===== config.mk =====
export PLATFORM = sky130hd
export DESIGN_NAME = acfa_front
export DESIGN_NICKNAME = d
export VERILOG_FILES = /design/src/rtl/core/acfa_pkg.sv /design/src/rtl/core/acfa_front.sv
export SDC_FILE = /design/constraint.sdc
export NUM_CORES = 1
export LEC_CHECK = 0
export BUFFER_PORTS_ARGS = -buffer_cell sky130_fd_sc_hd__buf_4
export CORE_ASPECT_RATIO = 1.5
export CORE_MARGIN = 1
export CORE_UTILIZATION = 52
export CTS_CLUSTER_DIAMETER = 60
export DETAILED_ROUTE_END_ITERATION = 6
export PLACE_DENSITY = 0.78
export SLEW_MARGIN = 10
export SYNTH_ARGS = -nofsm -noshare
export SYNTH_HDL_FRONTEND = slang
export SYNTH_SLANG_ARGS = --single-unit

===== constraint.sdc =====
create_clock -name clock -period 4.2 [get_ports clock]
set_input_delay 0.21 -clock clock [delete_from_list [all_inputs] [get_ports clock]]
set_output_delay 0.21 -clock clock [all_outputs]
set_load 0.03 [all_outputs]

===== src/rtl/core/acfa_pkg.sv =====
// ----------------------------------------------------------------------------
// acfa_pkg
// shared types and constants of the address cache with fifo aging
// ----------------------------------------------------------------------------
package acfa_pkg;

   localparam int RING_SIZE = 256;
   localparam int IDX_W     = $clog2(RING_SIZE);
   localparam int CNT_W     = IDX_W + 1;
   localparam int KEY_W     = 32;
   localparam int STAMP_W   = 32;
   localparam int DATA_W    = 32;
   localparam int REQ_W     = 104;
   localparam int RSP_W     = 88;

   localparam logic [2:0] MODE_ADD     = 3'd0;
   localparam logic [2:0] MODE_FIND    = 3'd1;
   localparam logic [2:0] MODE_INVAL   = 3'd2;
   localparam logic [2:0] MODE_CLEANUP = 3'd3;
   localparam logic [2:0] MODE_CLEAR   = 3'd4;

   typedef enum logic [2:0] {
      OP_ADD     = 3'd0,
      OP_FIND    = 3'd1,
      OP_INVAL   = 3'd2,
      OP_CLEANUP = 3'd3,
      OP_CLEAR   = 3'd4,
      OP_NONE    = 3'd5
   } op_type;

   typedef struct packed {
      op_type               op;
      logic [KEY_W-1:0]     key;
      logic [STAMP_W-1:0]   stamp;
      logic [DATA_W-1:0]    payload;
   } item_type;

endpackage


===== src/rtl/core/acfa_front.sv =====
// ----------------------------------------------------------------------------
// acfa_front
// accepts request items, decodes the mode and queues them for the engine
// ----------------------------------------------------------------------------
module acfa_front (
   input  logic                     clock,
   input  logic                     reset,
   input  logic                     req_tvalid,
   output logic                     req_tready,
   input  logic [acfa_pkg::REQ_W-1:0] req_tdata,
   output logic                     q_valid,
   input  logic                     q_ready,
   output acfa_pkg::item_type       q_item
);
   import acfa_pkg::*;

   item_type   slot_ff [2];
   logic       wr_ptr_ff, wr_ptr_in;
   logic       rd_ptr_ff, rd_ptr_in;
   logic [1:0] cnt_ff, cnt_in;
   item_type   dec;
   logic       push, pop;

   always_comb begin
      dec.key     = req_tdata[34:3];
      dec.stamp   = req_tdata[66:35];
      dec.payload = req_tdata[98:67];
      unique case (req_tdata[2:0])
         MODE_ADD:     dec.op = OP_ADD;
         MODE_FIND:    dec.op = OP_FIND;
         MODE_INVAL:   dec.op = OP_INVAL;
         MODE_CLEANUP: dec.op = OP_CLEANUP;
         MODE_CLEAR:   dec.op = OP_CLEAR;
         default:      dec.op = OP_NONE;
      endcase
   end

   assign req_tready = (cnt_ff != 2'd2);
   assign q_valid    = (cnt_ff != 2'd0);
   assign q_item     = slot_ff[rd_ptr_ff];
   assign push       = req_tvalid && req_tready;
   assign pop        = q_valid && q_ready;
   assign wr_ptr_in  = wr_ptr_ff ^ push;
   assign rd_ptr_in  = rd_ptr_ff ^ pop;
   assign cnt_in     = cnt_ff + {1'b0, push} - {1'b0, pop};

   always_ff @(posedge clock) begin
      if (reset) begin
         wr_ptr_ff <= 1'b0;
         rd_ptr_ff <= 1'b0;
         cnt_ff    <= 2'd0;
      end else begin
         wr_ptr_ff <= wr_ptr_in;
         rd_ptr_ff <= rd_ptr_in;
         cnt_ff    <= cnt_in;
      end
      if (push) begin
         slot_ff[wr_ptr_ff] <= dec;
      end
   end

endmodule


==> results of run 1 <==
kinds of logic (layout without fill, tap and decap cells):
group                      Yosys count  after routing  share of synthesized area
muxes                              100            100                      0.152
xor gates and xnor gates             1              1                    0.00119
buffers and inverters               13            339                     0.0118
AOI/OAI and AO/OA                    6              6                    0.00593
and+or+nand+nor                     14             14                     0.0102
adders and majority gates            2              2                    0.00338
other                                0              2                          0
DFF                                202            202                      0.815
final timing paths:
check / from / endpoint / slack [ps]
setup / recovery: rd_ptr_ff / q_item[22] / 1650
setup reg to reg: cnt_ff[0] / slot_ff[0][3] / 1920
hold / removal: req_tdata[0] / slot_ff[1][96] / 10
hold reg to reg: wr_ptr_ff / wr_ptr_ff / 630
flip-flops by register name, summed over array words and instances (netlist names):
name	flops
cnt_ff	2
rd_ptr_ff	1
slot_ff	198
wr_ptr_ff	1
cell type report:
| class | count | area (um^2) |
|---|---|---|
| Fill cell | 797 | 3280 |
| Inverter | 1 | 3.75 |
| Multi-Input combinational cell | 123 | 1300 |
| Timing Repair Buffer | 307 | 2550 |
| Sequential cell | 202 | 6030 |
| Clock buffer | 22 | 487 |
| Tap cell | 165 | 206 |
| Clock inverter | 9 | 67.6 |
| Antenna cell | 2 | 5.00 |
routing by layer:
metal / GRT usage / up-vias / part of all wire
met5: 0 / - / 0
met4: 0.118 / 0 / 0.050
met3: 0.0355 / 60 / 0.045
met2: 0.418 / 162 / 0.57
met1: 0.219 / 2083 / 0.33
li1: - / 1968 / -
timing repair:
action / in CTS / in global routing
hold buffers: 98 / 0
setup buffers: 0 / 0
endpoints found under the hold margin: 197 / 0
power by group through the flow:
stage | logic [W] | clock network (W) | registers [W]
finish | 0.00174 | 0.00157 | 0.00261
global route | 0.00181 | 0.00167 | 0.00263
CTS | 0.00174 | 0.00159 | 0.00261
detailed placement | 0.00165 | 0 | 0.00265
global placement | 0.00163 | 0 | 0.00263
floorplan | 0.00112 | 0 | 0.00260
synthesized netlist by cell type (2+ instances only):
cell type,number,area share
edfxtp_1,198,0.80
mux2_2,99,0.15
ha_1,2,0.0034
nor2b_1,3,0.0025
dfxtp_1,4,0.011
nor2_1,5,0.0025
o21ai_0,2,0.0014
buf_4,10,0.010
worst reg2reg max path: cells and delay by family, from the launching register on:
family | cells | cell delay, ps
fa+ha+maj | 1 | 650
flops | 1 | 440
simple gates | 2 | 380
buf+inv | 1 | 470
stage by stage:
| stage | util | cell area, um^2 | total power, W | cells |
|---|---|---|---|---|
| 2_1_floorplan | - | 7390 | 0.00372 | 338 |
| 3_3_place_gp | 0.654 | 9100 | 0.00426 | 700 |
| 3_5_place_dp | 0.654 | 9100 | 0.00430 | 700 |
| 4_1_cts | 0.764 | 10600 | 0.00593 | 829 |
| 5_1_grt | 0.764 | 10600 | 0.00612 | 831 |
| 6_report | 0.764 | 10600 | 0.00591 | 831 |
==> impl_metrics.toml, run 1 <==
[status]
outcome = "complete, no violations"

[cts]
clk_pin_slew_ps = 60
root_buffer = "clkbuf_16"
insertion_delay_ps = 470
cts_sinks = 202
cts_resized = 0
cts_tree = "yes"
clk_path_buf_depth = 3
cts_inserted_buffers = 19
htree_levels = 1

[critical_path]
worstPathCellList = "buf_4 > mux2_2 > buf_4"
crit_required_ps = 3990
path_max_fanout = 46
arrival_ps = 2340
worst-path-stages = 3
crit_buf_inv = 2
startpoint_type = "register"
cpPeakStageDelay_ps = 760
critPathSlowestCell = "dfxtp_4"
end_kind = "output port"
r2r_cells = 4
cp_common_cell = "buf_4"
worstSetupPathType = "register to output port"
cp_top_family = "flip-flops"

[synthesis]
yosysUniqueCellTypes = 23
synth_ff_type = "edfxtp_1"
syn_inst = 338
synth_edf_count = 198
yosysSeqAreaShare = 0.815
synth-seq-cells = 202
syn_area_per_cell_um2 = 21.9
async_flop_share = 0
yosys_warnings = 0
netlist_area_um2 = 7390
syn_nets = 448

[global_route]
first_global_vias = 4739
track_usage = 0.218
grt_max_degree = 53
grt_pass1_wl_um = 23900
grt-ovfl-total = 0
antenna_found_initial = 2

[sta]
setup_viol = 0
slew_headroom = 0.506
max_clock_freq_mhz = 392
final_hold_viol_count = 0
drv_slew = 0
fin_skew_ps = 8.52
layout_setup_ws_ps = 1650
tightestPinTransition_ps = 741
min_period_ps = 2550
whs_ps = 14.5
rsz0062_at_grt = "no"
setup_tns_ps = 0
finalCritPeriodShare = 0.608

[routing]
wirelength_um = 16300
route.vias.total = 4273
drtIter0Drc = 174
final_antenna_net_count = 0
drt_first_pass_iters = 4
wire_per_inst_um = 19.6
viasPerCell = 5.14
drc = 0

[final_layout]
final_cell_mix = "buf_4 (209), edfxtp_1 (198), mux2_2 (99)"
layout_commonest_cell = "buf_4"
drive_gt1_frac = 0.505
syn_to_final_growth_pct = 44.0
nets = 764

[pwr]
p_sw_frac = 0.302
clockPowerShare = 0.265
power.internal_w = 0.00413
max-vdd-ir-drop_uv = 326
pwr-share-seq = 0.442
p_leak_nw = 4.02
power.switching_w = 0.00179
power_frac_comb = 0.294
pwr_density_cell_nw_per_um2 = 555

[placed_design]
hpwl_um = 9550
io_buffer_count = 203
place_ws_ps = 1910
place_congestion = 0.716

[run]
maxCapViolations = 0

[floorplanning]
coreArea_um2 = 13900
die_w_um = 99.4
start_util = 0.531
num_rows = 53
die_area_um2 = 14700
io_pins = 209
chipHeight_um = 148

[hold_path]
holdPathStages = 2
hold_path.class = "input port to register"
No activity file was read; power rests on OpenSTA's default activity.
==> inputs of run 2 (changes only) <==
--- a/config.mk
+++ b/config.mk
@@ -8,10 +8,10 @@
 export BUFFER_PORTS_ARGS = -buffer_cell sky130_fd_sc_hd__buf_4
 export CORE_ASPECT_RATIO = 1.5
 export CORE_MARGIN = 1
-export CORE_UTILIZATION = 52
+export CORE_UTILIZATION = 47
 export CTS_CLUSTER_DIAMETER = 60
 export DETAILED_ROUTE_END_ITERATION = 6
-export PLACE_DENSITY = 0.78
+export PLACE_DENSITY = 0.74
 export SLEW_MARGIN = 10
 export SYNTH_ARGS = -nofsm -noshare
 export SYNTH_HDL_FRONTEND = slang
==> constraint.sdc (replaced) <==
create_clock -name clock -period 2.3 [get_ports clock]
set_input_delay 0.115 -clock clock [delete_from_list [all_inputs] [get_ports clock]]
set_output_delay 0.115 -clock clock [all_outputs]
set_load 0.03 [all_outputs]
==> run 2 against run 1 <==
Largest power group unchanged. Critical path type unchanged. Largest cell class unchanged. Final area up 1.3%. Global-route usage down 2.8 points. Via count down 1.6%. Critical endpoint is now q_item[41].
==> impl_metrics.toml, run 2 (synthesis gave the netlist of run 1 again) <==
[status]
outcome = "complete, no violations"

[final_layout]
multiInputGateArea_um2 = 1300
antenna_cells = 0
largest_register_ffs = 198
nFillCells = 952
final_cell_mix = "buf_4 (204), edfxtp_1 (198), dlygate4sd3_1 (101)"
layout_commonest_cell = "buf_4"
register_area_um2 = 6030
drive_gt1_frac = 0.504
design_area_um2 = 10800
syn_to_final_growth_pct = 45.9
nets = 768
top_register = "slot_ff"
reg_top3 = "slot_ff (198), cnt_ff (2)"

[sta]
fin_skew_ps = 7.65
tightestPinTransition_ps = 431
slew_headroom = 0.713
min_period_ps = 2090
setup_tns_ps = 0
max_clock_freq_mhz = 479
layout_setup_ws_ps = 213
rsz0062_at_grt = "no"
final_hold_viol_count = 0
drv_slew = 0
setup_viol = 0
finalCritPeriodShare = 0.907

[critical_path]
end_kind = "output port"
startpoint_type = "register"
path_max_fanout = 39
worstSetupPathType = "register to output port"
crit_required_ps = 2180
arrival_ps = 1970

[cts]
cts_sinks = 202
clk_pin_slew_ps = 70
insertion_delay_ps = 470
postCtsHoldBufs = 101
htree_levels = 1
post_cts_buffers = 0
cts_tree = "yes"
cts_inserted_buffers = 19
clk_path_buf_depth = 3
root_buffer = "clkbuf_16"
cts_resized = 0

[routing]
final_antenna_net_count = 0
drc = 0
wirelength_um = 15500
drt_first_pass_iters = 4
route.vias.total = 4203
viasPerCell = 4.85
wire_per_inst_um = 17.9
drtIter0Drc = 199

[pwr]
max-vdd-ir-drop_uv = 697
pwr_density_cell_nw_per_um2 = 1000
power.internal_w = 0.00759
clockPowerShare = 0.263
p_leak_nw = 4.05
power.switching_w = 0.00323
pwr-share-seq = 0.436
p_sw_frac = 0.299
power_w = 0.0108
power_frac_comb = 0.300

[hold_path]
hold_path.class = "input port to register"

[floorplanning]
start_util = 0.486
die_w_um = 104
num_rows = 55
coreArea_um2 = 15200
die_area_um2 = 16200
io_pins = 209
chipHeight_um = 156

[global_route]
antenna_found_initial = 0
grt_max_degree = 46
track_usage = 0.189
grt-ovfl-total = 0
grt_pass1_wl_um = 23500
first_global_vias = 4662

[placed_design]
io_buffer_count = 203
place_area_um2 = 9230
hpwl_um = 9270
place_congestion = 0.696
place_ws_ps = 528

[run]
maxCapViolations = 0
==> run 2: metrics by stage <==
step | std cells | utilization | hold WS [ps]
2_1_floorplan | 338 | - | 182
3_3_place_gp | 735 | 0.607 | 300
3_5_place_dp | 735 | 0.607 | 303
4_1_cts | 866 | 0.709 | 31.2
5_1_grt | 866 | 0.709 | 47.1
6_report | 866 | 0.709 | 44.8
==> run 2: critical path, stage by stage (launching register included) <==
cell,delay (ps)
dfxtp_4,630
buf_12,290
mux2_2,380
buf_4,170
==> run 2: final timing paths <==
path	slack [ps]	to	cells after the start	startpoint
worst min-delay path	40	rd_ptr_ff	4	q_ready
worst max register to register	490	slot_ff[0][50]	4	cnt_ff[0]
worst min register to register	600	wr_ptr_ff	3	wr_ptr_ff
worst max-delay path	210	q_item[41]	3	rd_ptr_ff
==> run 2: area by class of cell <==
type	instances	share of cell area
multi-input cells	123	0.120
repair buffers	311	0.247
well taps	199	0.0231
clock buffers	24	0.0458
clock inverters	6	0.00487
inverters	1	0.000348
flip-flops and latches	202	0.559
==> run 2: power groups by stage <==
stage / logic, W / registers (W) / clock network, W
2_1_floorplan: 0.00207 / 0.00470 / 0
3_3_place_gp: 0.00308 / 0.00477 / 0
3_5_place_dp: 0.00311 / 0.00480 / 0
4_1_cts: 0.00327 / 0.00473 / 0.00291
5_1_grt: 0.00340 / 0.00477 / 0.00304
6_report: 0.00325 / 0.00473 / 0.00285
==> run 2: per-layer routing <==
| metal | GRT usage | part of all wire |
|---|---|---|
| met4 | 0.0687 | 0.027 |
| met5 | 0 | 0 |
| met1 | 0.189 | 0.34 |
| met3 | 0.0322 | 0.048 |
| met2 | 0.383 | 0.59 |
